### src/hw/rtl/umef_pkg.sv
// Shared types and constants for the ultrasonic median / moving-average filter.
package umef_pkg;

    localparam int ECHO_W    = 16;  // echo time, us
    localparam int DIST_W    = 12;  // distance and register width, mm
    localparam int MM_W      = 14;  // raw converted distance, up to 11300 mm
    localparam int VS_W      = 4;   // valid sample count field
    localparam int CFG_IDX_W = 2;
    localparam int SUM_W     = 16;  // prev*7 + median*3, up to 40950

    // (us*10+29)/58 = floor(floor(x/2)/29), reciprocal of 29 scaled by 2^24
    localparam int        CONV_W     = 20;
    localparam int        DIV29_SH   = 24;
    localparam logic [19:0] DIV29_MUL = 20'd578525;
    localparam logic [19:0] ECHO_SCALE = 20'd10;
    localparam logic [19:0] ECHO_BIAS  = 20'd29;

    // x/10 for x < 2^16, reciprocal scaled by 2^19
    localparam int        DIV10_SH  = 19;
    localparam logic [15:0] DIV10_MUL = 16'd52429;
    localparam logic [15:0] PREV_WT   = 16'd7;
    localparam logic [15:0] MED_WT    = 16'd3;

    localparam logic [DIST_W-1:0] MIN_RST  = 12'd20;
    localparam logic [DIST_W-1:0] MAX_RST  = 12'd4000;
    localparam logic [DIST_W-1:0] JUMP_RST = 12'd400;

    typedef enum logic [CFG_IDX_W-1:0] {
        CFG_MIN  = 2'd0,
        CFG_MAX  = 2'd1,
        CFG_JUMP = 2'd2
    } t_cfg_idx;

    typedef enum logic [2:0] {
        S_IDLE,
        S_CONV,
        S_INS,
        S_RANK,
        S_PICK,
        S_JUMP,
        S_SUM,
        S_DIV
    } t_state;

    // Broadcast from the controller to every cell.
    typedef struct packed {
        logic            ins;
        logic            clr;
        logic [MM_W-1:0] x;
    } t_bcast;

    // What one cell shows to its right-hand neighbor.
    typedef struct packed {
        logic            valid;
        logic [MM_W-1:0] value;
        logic            greater;
    } t_link;

    // Evaluation flags of one cell.
    typedef struct packed {
        logic in_range;
        logic below;
    } t_flag;

    localparam t_link LINK_HEAD = '{valid: 1'b1, value: '0, greater: 1'b0};

endpackage

### src/hw/rtl/umef_cell.sv
// One slot of the sorted insertion chain, with its range-gate flags.
module umef_cell (
    input  logic                             i_clk,
    input  logic                             i_rst_n,
    input  umef_pkg::t_bcast                 i_bc,
    input  umef_pkg::t_link                  i_left,
    input  logic [umef_pkg::DIST_W-1:0]      i_min,
    input  logic [umef_pkg::DIST_W-1:0]      i_max,
    output umef_pkg::t_link                  o_link,
    output umef_pkg::t_flag                  o_flag
);
    import umef_pkg::*;

    logic            r_valid;
    logic [MM_W-1:0] r_value;
    logic            n_valid;
    logic [MM_W-1:0] n_value;
    logic            w_eff_valid;
    logic            w_greater;

    assign w_eff_valid = r_valid && !i_bc.clr;
    assign w_greater   = !w_eff_valid || (r_value > i_bc.x);

    always_comb begin
        n_valid = w_eff_valid;
        n_value = r_value;
        if (i_bc.ins && w_greater) begin
            if (i_left.greater) begin
                // shift the larger neighbor one slot right
                n_valid = i_left.valid;
                n_value = i_left.value;
            end else begin
                n_valid = 1'b1;
                n_value = i_bc.x;
            end
        end
    end

    always_ff @(posedge i_clk) begin
        if (!i_rst_n) begin
            r_valid <= 1'b0;
        end else begin
            r_valid <= n_valid;
        end
        r_value <= n_value;
    end

    assign o_link.valid   = w_eff_valid;
    assign o_link.value   = r_value;
    assign o_link.greater = w_greater;

    assign o_flag.below    = r_valid && (r_value < MM_W'(i_min));
    assign o_flag.in_range = r_valid && (r_value >= MM_W'(i_min))
                             && (r_value <= MM_W'(i_max));

endmodule

### src/hw/rtl/ultrasonic_median_ema_filter.sv
// Top level of the ultrasonic median / moving-average distance filter.
//
// Each request carries one echo time in microseconds (0 = no echo). Every
// nonzero echo is converted to millimeters as (us*10+29)/58 and inserted into
// a row of SAMPLES sorting cells, so the chain always holds the batch in
// ascending order. After SAMPLES requests the batch is evaluated: each cell
// flags itself against the min/max window, the kept values form one run of
// the chain, and the upper median is read from the cell at offset
// (count below min) + kept/2. A median that moves more than the jump limit
// away from a nonzero previous output is replaced by that output; the result
// is then (previous*7 + median*3)/10, or the median itself when there is no
// previous output. With no kept sample the previous output is repeated with
// a zero count. Each request is registered, converted through the reciprocal
// multiplier and inserted into the chain; the request that closes a batch
// then goes through rank, pick, jump check, weighted sum and divide by 10.
// No new request is taken until this work is done. Results sit in an output
// register, so the next request is taken while a result waits; a batch end
// only stalls if the previous result is still waiting. Configuration writes
// are always ready; indexes beyond the register list are dropped.
module ultrasonic_median_ema_filter #(
    parameter int SAMPLES = 5
) (
    input  logic                                i_clk,
    input  logic                                i_rst_n,
    // echo requests
    input  logic                                i_valid,
    output logic                                o_stall,
    input  logic [umef_pkg::ECHO_W-1:0]         i_echo_time_us,
    // filtered results
    output logic                                o_valid,
    input  logic                                i_stall,
    output logic [umef_pkg::DIST_W-1:0]         o_distance_mm,
    output logic [umef_pkg::VS_W-1:0]           o_valid_samples,
    output logic                                o_jump_rejected,
    // configuration writes
    input  logic                                i_cfg_valid,
    output logic                                o_cfg_ready,
    input  logic [umef_pkg::CFG_IDX_W-1:0]      i_cfg_index,
    input  logic [umef_pkg::DIST_W-1:0]         i_cfg_data
);
    import umef_pkg::*;

    localparam int CW = $clog2(SAMPLES + 1);
    localparam int IW = $clog2(SAMPLES);
    localparam logic [CW-1:0] LAST = CW'(SAMPLES - 1);

    // configuration
    logic [DIST_W-1:0] r_min;
    logic [DIST_W-1:0] r_max;
    logic [DIST_W-1:0] r_jump;

    // control
    t_state            r_state;
    t_state            n_state;
    logic [CW-1:0]     r_count;
    logic [DIST_W-1:0] r_prev;

    // datapath
    logic [ECHO_W-1:0] r_echo;
    logic [MM_W-1:0]   r_mm;
    logic              r_nz;
    logic [CW-1:0]     r_n;
    logic [IW-1:0]     r_idx;
    logic [DIST_W-1:0] r_med;
    logic [DIST_W-1:0] r_sel;
    logic              r_rej;
    logic [SUM_W-1:0]  r_sum;

    // output register
    logic              r_out_valid;
    logic [DIST_W-1:0] r_out_dist;
    logic [VS_W-1:0]   r_out_cnt;
    logic              r_out_rej;

    logic              w_accept;
    logic              w_out_free;
    logic              w_load;

    logic [CONV_W-1:0]        w_conv_x;
    logic [CONV_W-2:0]        w_conv_y;
    logic [2*CONV_W-2:0]      w_conv_prod;
    logic [2*SUM_W-1:0]       w_div_prod;
    logic [DIST_W-1:0]        w_avg;
    logic [DIST_W-1:0]        w_result;
    logic [DIST_W-1:0]        w_diff;

    logic [CW-1:0]            w_kept;
    logic [CW-1:0]            w_low;
    logic [CW-1:0]            w_pos;

    t_bcast                   w_bc;
    t_link                    w_link [SAMPLES];
    t_flag                    w_flag [SAMPLES];

    assign w_accept   = i_valid && !o_stall;
    assign w_out_free = !r_out_valid || !i_stall;
    assign w_load     = (r_state == S_DIV) && w_out_free;

    assign o_stall     = (r_state != S_IDLE);
    assign o_cfg_ready = 1'b1;

    // ---------------------------------------------------------------------
    // Configuration registers
    // ---------------------------------------------------------------------
    always_ff @(posedge i_clk) begin
        if (!i_rst_n) begin
            r_min  <= MIN_RST;
            r_max  <= MAX_RST;
            r_jump <= JUMP_RST;
        end else if (i_cfg_valid && o_cfg_ready) begin
            case (t_cfg_idx'(i_cfg_index))
                CFG_MIN:  r_min  <= i_cfg_data;
                CFG_MAX:  r_max  <= i_cfg_data;
                CFG_JUMP: r_jump <= i_cfg_data;
                default: ;
            endcase
        end
    end

    // ---------------------------------------------------------------------
    // Echo to millimeters: us*10+29, halve, then multiply by the reciprocal of 29
    // ---------------------------------------------------------------------
    assign w_conv_x    = CONV_W'(r_echo) * ECHO_SCALE + ECHO_BIAS;
    assign w_conv_y    = w_conv_x[CONV_W-1:1];
    assign w_conv_prod = (2*CONV_W-1)'(w_conv_y) * (2*CONV_W-1)'(DIV29_MUL);

    // ---------------------------------------------------------------------
    // Sorting chain: insert on the INS cycle, clear at the start of a batch
    // ---------------------------------------------------------------------
    assign w_bc.ins = (r_state == S_INS) && r_nz;
    assign w_bc.clr = (r_state == S_INS) && (r_count == '0);
    assign w_bc.x   = r_mm;

    for (genvar k = 0; k < SAMPLES; k++) begin : g_cell
        umef_cell u_cell (
            .i_clk  (i_clk),
            .i_rst_n(i_rst_n),
            .i_bc   (w_bc),
            .i_left ((k == 0) ? LINK_HEAD : w_link[(k == 0) ? 0 : k - 1]),
            .i_min  (r_min),
            .i_max  (r_max),
            .o_link (w_link[k]),
            .o_flag (w_flag[k])
        );
    end

    // kept values are one run of the sorted chain, starting after the
    // values that fall below the window
    always_comb begin
        w_kept = '0;
        w_low  = '0;
        for (int k = 0; k < SAMPLES; k++) begin
            w_kept = w_kept + CW'(w_flag[k].in_range);
            w_low  = w_low + CW'(w_flag[k].below);
        end
        w_pos = w_low + (w_kept >> 1);
    end

    // ---------------------------------------------------------------------
    // Jump check and weighted average
    // ---------------------------------------------------------------------
    assign w_diff = (r_med > r_prev) ? (r_med - r_prev) : (r_prev - r_med);

    assign w_div_prod = (2*SUM_W)'(r_sum) * (2*SUM_W)'(DIV10_MUL);
    assign w_avg      = w_div_prod[DIV10_SH +: DIST_W];

    always_comb begin
        if (r_n == '0) begin
            w_result = r_prev;
        end else if (r_prev == '0) begin
            w_result = r_med;
        end else begin
            w_result = w_avg;
        end
    end

    // ---------------------------------------------------------------------
    // Sequencer
    // ---------------------------------------------------------------------
    always_ff @(posedge i_clk) begin
        if (!i_rst_n) begin
            r_state <= S_IDLE;
        end else begin
            r_state <= n_state;
        end
    end

    always_comb begin
        n_state = r_state;
        case (r_state)
            S_IDLE: begin
                if (w_accept) n_state = S_CONV;
            end
            S_CONV: n_state = S_INS;
            S_INS: begin
                n_state = (r_count == LAST) ? S_RANK : S_IDLE;
            end
            S_RANK: n_state = S_PICK;
            S_PICK: n_state = S_JUMP;
            S_JUMP: n_state = S_SUM;
            S_SUM:  n_state = S_DIV;
            S_DIV: begin
                if (w_out_free) n_state = S_IDLE;
            end
            default: n_state = S_IDLE;
        endcase
    end

    // batch position and previous output
    always_ff @(posedge i_clk) begin
        if (!i_rst_n) begin
            r_count <= '0;
            r_prev  <= '0;
        end else begin
            if (r_state == S_INS) begin
                r_count <= (r_count == LAST) ? '0 : r_count + CW'(1);
            end
            if (w_load) begin
                r_prev <= w_result;
            end
        end
    end

    // datapath registers, no reset needed
    always_ff @(posedge i_clk) begin
        if (w_accept) begin
            r_echo <= i_echo_time_us;
        end
        if (r_state == S_CONV) begin
            r_mm <= w_conv_prod[DIV29_SH +: MM_W];
            r_nz <= (r_echo != '0);
        end
        if (r_state == S_RANK) begin
            r_n   <= w_kept;
            r_idx <= w_pos[IW-1:0];
        end
        if (r_state == S_PICK) begin
            r_med <= w_link[r_idx].value[DIST_W-1:0];
        end
        if (r_state == S_JUMP) begin
            // swap in the previous output when the median jumps too far
            r_rej <= (r_prev != '0) && (w_diff > r_jump);
            r_sel <= ((r_prev != '0) && (w_diff > r_jump)) ? r_prev : r_med;
        end
        if (r_state == S_SUM) begin
            r_sum <= SUM_W'(r_prev) * PREV_WT + SUM_W'(r_sel) * MED_WT;
        end
    end

    // ---------------------------------------------------------------------
    // Output register: hold until taken, refill on the same edge
    // ---------------------------------------------------------------------
    always_ff @(posedge i_clk) begin
        if (!i_rst_n) begin
            r_out_valid <= 1'b0;
        end else if (w_load) begin
            r_out_valid <= 1'b1;
        end else if (!i_stall) begin
            r_out_valid <= 1'b0;
        end
    end

    always_ff @(posedge i_clk) begin
        if (w_load) begin
            r_out_dist <= w_result;
            r_out_cnt  <= VS_W'(r_n);
            r_out_rej  <= (r_n != '0) && r_rej;
        end
    end

    assign o_valid         = r_out_valid;
    assign o_distance_mm   = r_out_dist;
    assign o_valid_samples = r_out_cnt;
    assign o_jump_rejected = r_out_rej;

endmodule
### config.mk
export PLATFORM = sky130hd
export DESIGN_NAME = ultrasonic_median_ema_filter
export DESIGN_NICKNAME = d
export VERILOG_FILES = /design/src/hw/rtl/umef_pkg.sv /design/src/hw/rtl/umef_cell.sv /design/src/hw/rtl/ultrasonic_median_ema_filter.sv
export SDC_FILE = /design/constraint.sdc
export NUM_CORES = 1
export LEC_CHECK = 0
export BUFFER_PORTS_ARGS = -buffer_cell sky130_fd_sc_hd__buf_2
export CAP_MARGIN = 20
export CELL_PAD_IN_SITES_DETAIL_PLACEMENT = 1
export CELL_PAD_IN_SITES_GLOBAL_PLACEMENT = 2
export CORE_MARGIN = 8
export CORE_UTILIZATION = 43
export DETAILED_ROUTE_END_ITERATION = 10
export PLACE_DENSITY_LB_ADDON = 0.1
export SLEW_MARGIN = 20
export SYNTH_ARGS = -nofsm -noshare
export SYNTH_HDL_FRONTEND = slang
export SYNTH_HIERARCHICAL = 1
export SYNTH_SLANG_ARGS = --single-unit
### constraint.sdc
create_clock -name i_clk -period 11.1 [get_ports i_clk]
set_input_delay 0.555 -clock i_clk [delete_from_list [all_inputs] [get_ports i_clk]]
set_output_delay 0.555 -clock i_clk [all_outputs]
set_load 0.05 [all_outputs]
==> results of run 1 <==
[final cells by class]
class | instances | share of cell area (%)
Clock buffer | 40 | 2.48
Inverter | 672 | 8.17
Sequential cell | 224 | 19.8
Antenna cell | 1 | 0.00810
Tap cell | 864 | 3.50
Clock inverter | 14 | 0.591
Multi-Input combinational cell | 2060 | 64.1
Timing Repair Buffer | 70 | 1.29
[routing by layer]
metal	GRT usage (%)	up-vias	part of all wire (%)
met2	42.2	337	49
li1	-	10200	-
met4	5.52	2	2.7
met5	0	-	0.015
met3	2.65	114	3.9
met1	31.5	10900	44
[registers in the layout, indices dropped and copies added (netlist names), 5 cells and up]
register	count
o_distance_mm	12
r_echo	16
r_sum	16
r_min	12
g_cell.u_cell/r_value	70
r_mm	14
r_max	12
g_cell.u_cell/r_valid	5
r_med	12
r_prev	12
r_sel	12
r_jump	12
[worst register-to-register path: cells and delay by family (launching register included)]
kind / cells / cell delay (ns)
fa+ha+maj: 10 / 4.36
compound gates: 10 / 2.73
simple gates: 5 / 0.97
xor+xnor: 2 / 0.93
flops: 1 / 0.60
buf+inv: 2 / 0.17
[path summary, 6_finish.rpt]
kind,to,slack [ns],startpoint,cells after the start
setup / recovery,r_mm[13],1.08,r_echo[0],29
hold / removal,r_echo[15],0.14,i_echo_time_us[15],1
setup reg to reg,r_mm[13],1.08,r_echo[0],29
hold reg to reg,o_valid_samples[0],0.45,r_n[0],0
[cells in the final DEF (no fill, tap or decap), drive strengths merged, types with 11 or more instances in the layout]
cell type and n:
inv 673, ha 560, fa 264, nand2 211, a21oi 172, edfxtp 164
nor2 111, o21ai 111, buf 70, dfxtp 60, nand3 56, xnor2 54
a21o 51, mux2i 42, clkbuf 40, nand4 39, nor3 35, xor2 23
nor2b 20, conb 18, a211oi 17, nor4 16, o211ai 16, nand2b 14
or3 13, o21a 13, o21bai 13, o22ai 12, a211o 11, or4 11
nor3b 11
[metrics by stage]
stage | instances | hold slack [ns] | setup slack [ns]
detailed placement | 3890 | 0.434 | 1.00
global route | 3944 | 0.118 | 0.387
CTS | 3944 | 0.101 | 0.970
global placement | 3889 | 0.441 | 1.23
finish | 3945 | 0.137 | 1.08
floorplan | 3022 | 0.417 | 2.25
==> results.py, run 1 <==
metrics = {
    "timing": {
        "slew_headroom_pct": 25.8,
        "post-route-period-util_pct": 90.3,
        "grt_setup_unrepaired": "false",
        "setup_viol": 0,
        "fin_skew_ns": 0.0271,
        "tns_ns": 0,
        "finalHoldViolCount": 0,
        "slew_viol_final": 0,
        "worst_pin_slew_ns": 1.11,
        "max_freq_mhz": 99.8,
        "min_period_ns": 10.02,
    },
    "routing": {
        "drc": 0,
        "avgViaCountPerCell": 5.48,
        "dr.pass1.iters": 5,
        "vias": 21600,
        "wirelength_mm": 89.6,
        "wl_per_cell_um": 22.7,
        "antenna_left": 0,
        "drt_iter0_drc": 1024,
    },
    "clock_tree": {
        "cts_root_buffer": "clkbuf_16",
        "ctsResizeCount": 0,
        "cts_buffers": 29,
        "post-cts-setup-buffers": 0,
        "clk_pin_slew_ns": 0.06,
        "cts_buffer_depth": 3,
        "cts_tree": "yes",
        "htreeDepth": 1,
        "postCtsHoldBufs": 0,
        "cts_num_sinks": 224,
        "clock_latency_ns": 0.60,
    },
    "final_layout": {
        "multiInputGateArea_um2": 19800,
        "ff_latch_area_um2": 6130,
        "nFillCells": 7523,
        "area_growth_pct": 7.84,
        "final_nets": 3916,
        "layout-drive-gt1-share_pct": 5.52,
        "final_core_util_pct": 46.9,
        "final_area_um2": 30900,
    },
    "floorplan": {
        "initial_utilization_pct": 43.5,
        "pin_count": 55,
        "row_count": 94,
        "fp.dieH_um": 274,
        "die_area_um2": 75100,
        "fp.dieW_um": 274,
        "core_area_um2": 65900,
    },
    "worst_setup_path": {
        "cp_slowest_stage_delay_ns": 0.61,
        "worstPathMaxFanout": 9,
        "crit_slowest_cell": "xnor2_1",
        "critical_path_arrival_ns": 10.36,
        "worstSetupPathType": "reg -> reg",
        "required_ns": 11.44,
        "worstSetupStartpointType": "flip-flop",
        "cp_top_family": "adder cells",
        "cpMostUsedCell": "fa_1",
        "worst_setup_path_end_kind": "flip-flop",
        "crit_buf_inv": 2,
    },
    "outcome": {
        "status": "complete, no violations",
    },
    "placed_design": {
        "place_area_um2": 29900,
        "io_buffers": 52,
        "finalWeightedCongestion": 0.894,
        "dpl.hpwl_mm": 74.4,
    },
    "logic_synthesis": {
        "syn_inst": 3006,
        "yosysWarningCount": 6,
        "synth_area_um2": 28600,
        "avgSynthCellArea_um2": 9.53,
    },
    "grt": {
        "grt_start_max_net_pins": 29,
        "grt.overflow.total": 0,
        "antenna_found_initial": 2,
        "grt_usage_pct": 24.0,
        "grt_pass1_wl_mm": 141,
        "grt_pass1_vias": 24000,
    },
    "job": {
        "cap_violations": 0,
    },
    "worst_hold_path": {
        "hold_class": "in -> reg",
    },
}
Power of run 1 is left out: the tool's default activity adds up to more than one toggle a clock period on the data nets, which glitch-free logic cannot reach.
==> run 2: changes to the inputs <==
--- a/config.mk
+++ b/config.mk
@@ -10,11 +10,10 @@
 export CELL_PAD_IN_SITES_DETAIL_PLACEMENT = 1
 export CELL_PAD_IN_SITES_GLOBAL_PLACEMENT = 2
 export CORE_MARGIN = 8
-export CORE_UTILIZATION = 43
+export CORE_UTILIZATION = 44
 export DETAILED_ROUTE_END_ITERATION = 10
 export PLACE_DENSITY_LB_ADDON = 0.1
 export SLEW_MARGIN = 20
 export SYNTH_ARGS = -nofsm -noshare
 export SYNTH_HDL_FRONTEND = slang
-export SYNTH_HIERARCHICAL = 1
 export SYNTH_SLANG_ARGS = --single-unit
==> results.py, run 2 <==
metrics = {
    "outcome": {
        "status": "complete, no violations",
    },
    "clock_tree": {
        "ctsResizeCount": 0,
        "cts_root_buffer": "clkbuf_16",
        "cts_buffer_depth": 3,
        "cts_buffers": 29,
        "clock_latency_ns": 0.60,
        "cts_num_sinks": 224,
        "clk_pin_slew_ns": 0.06,
        "postCtsHoldBufs": 0,
        "htreeDepth": 1,
        "cts_tree": "yes",
        "post-cts-setup-buffers": 0,
    },
    "floorplan": {
        "die_area_um2": 71400,
        "fp.dieH_um": 267,
        "core_area_um2": 62700,
        "pin_count": 55,
        "fp.dieW_um": 267,
        "row_count": 92,
        "initial_utilization_pct": 44.3,
    },
    "timing": {
        "min_period_ns": 10.09,
        "slew_headroom_pct": 32.4,
        "finalHoldViolCount": 0,
        "slew_viol_final": 0,
        "post-route-period-util_pct": 90.9,
        "worst_pin_slew_ns": 1.01,
        "max_freq_mhz": 99.1,
        "grt_setup_unrepaired": "false",
        "setup_viol": 0,
        "tns_ns": 0,
        "fin_skew_ns": 0.0257,
    },
    "logic_synthesis": {
        "synth_nets": 3605,
        "yosysWarningCount": 0,
        "ys.flop_type": "edfxtp_1",
        "yosysTopAreaCellShare_pct": 25.4,
        "ys_types": 69,
        "ys_seq_elements": 224,
        "synthArstFlopShare_pct": 0,
        "synth_seq_area_share_pct": 22.1,
        "avgSynthCellArea_um2": 10.1,
        "syn_inst": 2744,
        "synth_top_area_cell": "ha_1",
        "synth.most_common_cell": "ha_1",
        "synth.area.top_cells": "ha_1 25%, fa_1 19%, edfxtp_1 18%",
        "synth_area_um2": 27800,
        "synth_common_cells": "565 x ha_1, 502 x inv_1, 261 x fa_1",
        "synth-edff-count": 164,
    },
    "worst_setup_path": {
        "critical_path_arrival_ns": 10.42,
        "worstSetupStartpointType": "flip-flop",
        "crit_buf_inv": 5,
        "worstSetupPathType": "reg -> reg",
        "cp_top_family": "adder cells",
        "crit_slowest_cell": "xnor2_1",
        "worst_setup_path_end_kind": "flip-flop",
        "required_ns": 11.43,
        "cpMostUsedCell": "fa_1",
        "cp_slowest_stage_delay_ns": 0.83,
        "worstPathMaxFanout": 8,
    },
    "routing": {
        "drt_iter0_drc": 1004,
        "avgViaCountPerCell": 5.58,
        "dr.pass1.iters": 5,
        "antenna_left": 0,
        "vias": 20500,
        "wl_per_cell_um": 22.7,
        "wirelength_mm": 83.3,
        "drc": 0,
    },
    "grt": {
        "grt.busiest_layer": "met2",
        "grt_use_met2_pct": 39.5,
        "grt_pass1_wl_mm": 130,
        "antenna_found_initial": 2,
        "grt_usage_pct": 23.4,
        "grt_start_max_net_pins": 39,
        "use_met3_pct": 2.38,
        "grt_pass1_vias": 22600,
        "grtUsageMet1_pct": 32.2,
        "grt.overflow.total": 0,
    },
    "placed_design": {
        "dpl.hpwl_mm": 70.0,
        "finalWeightedCongestion": 0.908,
        "io_buffers": 52,
    },
    "final_layout": {
        "largest_register_ffs": 70,
        "top_regs": "g_cell.u_cell.r_value x70, r_echo x16, r_sum x16",
        "diodes": 0,
        "ff_latch_area_um2": 6130,
        "most-common-layout-cells": "565 x ha_1, 502 x inv_1, 261 x fa_1",
        "largest-register": "g_cell.u_cell.r_value",
        "multiInputGateArea_um2": 19600,
        "final_nets": 3664,
        "nFillCells": 6983,
        "final_common_cell": "ha_1",
        "layout-drive-gt1-share_pct": 7.25,
        "area_growth_pct": 8.44,
    },
    "job": {
        "cap_violations": 0,
    },
    "worst_hold_path": {
        "hold_class": "in -> reg",
    },
}
-- run 2: worst paths after layout --
| kind | from | to | slack, ns | cells after the start |
|---|---|---|---|---|
| worst min register to register | r_jump[6] | r_jump[6] | 0.46 | 2 |
| worst max-delay path | r_echo[1] | r_mm[10] | 1.01 | 31 |
| worst min-delay path | i_echo_time_us[13] | r_echo[13] | 0.15 | 1 |
| worst max register to register | r_echo[1] | r_mm[10] | 1.01 | 31 |
-- run 2: cells by family (layout without fill, tap and decap cells) --
group	after synthesis	count (layout)	share of synthesized area, %
buffers and inverters	552	634	7.49
adders and majority gates	826	826	44.3
xor gates and xnor gates	79	79	2.49
other	2	2	0.0270
DFF	224	224	22.1
muxes	94	94	3.68
AOI/OAI and AO/OA	480	480	11.3
and+or+nand+nor	487	487	8.75
-- run 2: final cells by class --
class	instances	area share, %
multi-input cells	1968	65.0
repair buffers	78	1.58
clock inverters	19	0.673
clock buffers	35	2.66
well taps	846	3.51
inverters	502	6.25
flip-flops and latches	224	20.3
-- run 2: stage by stage --
stage               utilization, %  hold slack (ns)  std cells  setup slack (ns)  instance area [um^2]
global placement              46.4            0.443       3617              1.18                 29100
global route                  48.0            0.118       3672             0.293                 30100
detailed placement            46.4            0.451       3617             0.959                 29100
floorplan                        -            0.417       2744              1.78                 27800
finish                        48.0            0.152       3672              1.01                 30100
CTS                           48.0            0.114       3671             0.915                 30100
-- run 2: layer usage --
metal,wire [um],share of wire [%]
met1,39000,47
met5,0,0
met2,39300,47
met4,2000,2.4
met3,2960,3.6
Power of run 2 is left out for the same reason.
==> run 3: changes to the inputs <==
--- a/config.mk
+++ b/config.mk
@@ -7,13 +7,12 @@
 export LEC_CHECK = 0
 export BUFFER_PORTS_ARGS = -buffer_cell sky130_fd_sc_hd__buf_2
 export CAP_MARGIN = 20
-export CELL_PAD_IN_SITES_DETAIL_PLACEMENT = 1
-export CELL_PAD_IN_SITES_GLOBAL_PLACEMENT = 2
 export CORE_MARGIN = 8
-export CORE_UTILIZATION = 44
+export CORE_UTILIZATION = 65
 export DETAILED_ROUTE_END_ITERATION = 10
-export PLACE_DENSITY_LB_ADDON = 0.1
+export PLACE_DENSITY = 0.82
 export SLEW_MARGIN = 20
 export SYNTH_ARGS = -nofsm -noshare
 export SYNTH_HDL_FRONTEND = slang
 export SYNTH_SLANG_ARGS = --single-unit
+export TNS_END_PERCENT = 100
==> results.py, run 3 (same netlist as run 2, synthesis figures left out) <==
metrics = {
    "routing": {
        "drt_iter0_drc": 1809,
        "top_layer": "met4",
        "wl_met1_mm": 31.4,
        "antenna_left": 0,
        "wirelength_mm": 75.0,
        "wl_per_cell_um": 22.3,
        "dr_wl_met3_mm": 6.44,
        "avgViaCountPerCell": 6.25,
        "vias": 21000,
        "dr.pass1.iters": 5,
        "routed-wl-met2_mm": 34.4,
        "drc": 0,
    },
    "grt": {
        "grt_pass1_vias": 21500,
        "antenna_found_initial": 1,
        "grt_usage_pct": 30.1,
        "grt.overflow.total": 0,
        "grt_start_max_net_pins": 41,
        "grt_pass1_wl_mm": 118,
    },
    "worst_hold_path": {
        "hold_start": "i_echo_time_us[12]",
        "hold_end": "r_echo[12]",
        "hold_depth": 1,
        "hold_class": "in -> reg",
    },
    "final_layout": {
        "largest-register": "g_cell.u_cell.r_value",
        "multiInputGateArea_um2": 19600,
        "most-common-layout-cells": "565 x ha_1, 502 x inv_1, 261 x fa_1",
        "instances_no_fill": 3357,
        "area_growth_pct": 6.68,
        "nFillCells": 3136,
        "top_regs": "g_cell.u_cell.r_value x70, r_echo x16, r_sum x16",
        "final_common_cell": "ha_1",
        "final_nets": 3658,
        "diodes": 0,
        "layout-drive-gt1-share_pct": 7.06,
        "largest_register_ffs": 70,
        "ff_latch_area_um2": 6130,
    },
    "worst_setup_path": {
        "worstPathMaxFanout": 10,
        "crit_buf_inv": 5,
        "r2r-end": "r_mm[8]",
        "crit_slowest_cell": "xnor2_1",
        "cpMostUsedCell": "fa_1",
        "path_depth": 31,
        "worst_setup_path_end_kind": "flip-flop",
        "worstSetupStartpointType": "flip-flop",
        "r2r_slack_ns": 0.67,
        "required_ns": 11.41,
        "r2r_cells": 31,
        "cp_slowest_stage_delay_ns": 0.79,
        "cp_top_family": "adder cells",
        "critical_path_arrival_ns": 10.74,
        "worstSetupPathType": "reg -> reg",
        "r2r_start": "r_echo[0]",
    },
    "clock_tree": {
        "htreeDepth": 1,
        "ctsResizeCount": 0,
        "cts_buffers": 27,
        "clock_latency_ns": 0.58,
        "clk_pin_slew_ns": 0.06,
        "cts_tree": "yes",
        "postCtsHoldBufs": 0,
        "cts_num_sinks": 224,
        "cts_root_buffer": "clkbuf_16",
        "cts_buffer_depth": 3,
        "post-cts-setup-buffers": 0,
    },
    "floorplan": {
        "fp.dieH_um": 223,
        "pin_count": 55,
        "core_area_um2": 42000,
        "die_area_um2": 49600,
        "fp.dieW_um": 223,
        "initial_utilization_pct": 66.1,
        "row_count": 75,
    },
    "timing": {
        "max_freq_mhz": 95.9,
        "slew_headroom_pct": 33.4,
        "slew_viol_final": 0,
        "min_period_ns": 10.43,
        "fin_skew_ns": 0.0123,
        "setup_viol": 0,
        "tns_ns": 0,
        "grt_setup_unrepaired": "false",
        "finalHoldViolCount": 0,
        "post-route-period-util_pct": 93.9,
        "worst_pin_slew_ns": 0.996,
    },
    "placed_design": {
        "finalWeightedCongestion": 0.948,
        "io_buffers": 52,
        "dpl.hpwl_mm": 61.4,
        "dp.cells": 3307,
    },
    "outcome": {
        "status": "complete, no violations",
    },
    "job": {
        "cap_violations": 0,
    },
}
-- run 3: worst max-delay path by stage --
stage	from	end	slack [ns]
6_report	r_echo[0]	r_mm[8]	0.67
5_1_grt	r_echo[0]	r_mm[8]	0.06
4_1_cts	r_echo[0]	r_mm[8]	0.78
3_5_place_dp	r_echo[0]	r_mm[8]	0.82
3_3_place_gp	r_echo[0]	r_mm[8]	0.99
2_1_floorplan	r_echo[0]	r_mm[8]	1.78
-- run 3: area by class of cell --
type,instances,area share (%)
clock buffers,36,2.53
well taps,539,2.28
flip-flops and latches,224,20.7
inverters,502,6.36
multi-input cells,1968,66.1
clock inverters,14,0.663
repair buffers,74,1.44
-- run 3: stage by stage --
step	hold slack [ns]	utilization [%]	setup slack, ns	area [um^2]
floorplan	0.417	-	1.78	27800
global placement	0.443	68.2	0.989	28700
detailed placement	0.451	68.2	0.823	28700
CTS	0.128	70.5	0.784	29600
global route	0.141	70.5	0.0581	29600
finish	0.158	70.5	0.675	29600
-- run 3: worst reg2reg max path, delay by kind of cell (launching register included) --
kind / cells / cell delay [ns]
adder cells (fa/ha/maj): 10 / 4.11
flip-flops: 1 / 0.63
AND/OR/NAND/NOR: 5 / 1.04
XOR/XNOR: 2 / 1.05
AO/OA/AOI/OAI: 9 / 2.92
buffers and inverters: 5 / 0.39
-- run 3: metal layers --
layer / track usage (%) / up-vias
met3: 5.84 / 190
met4: 10.9 / 0
met2: 48.7 / 835
met5: 0 / -
li1: - / 9609
met1: 39.8 / 10300
Power of run 3 is left out for the same reason.
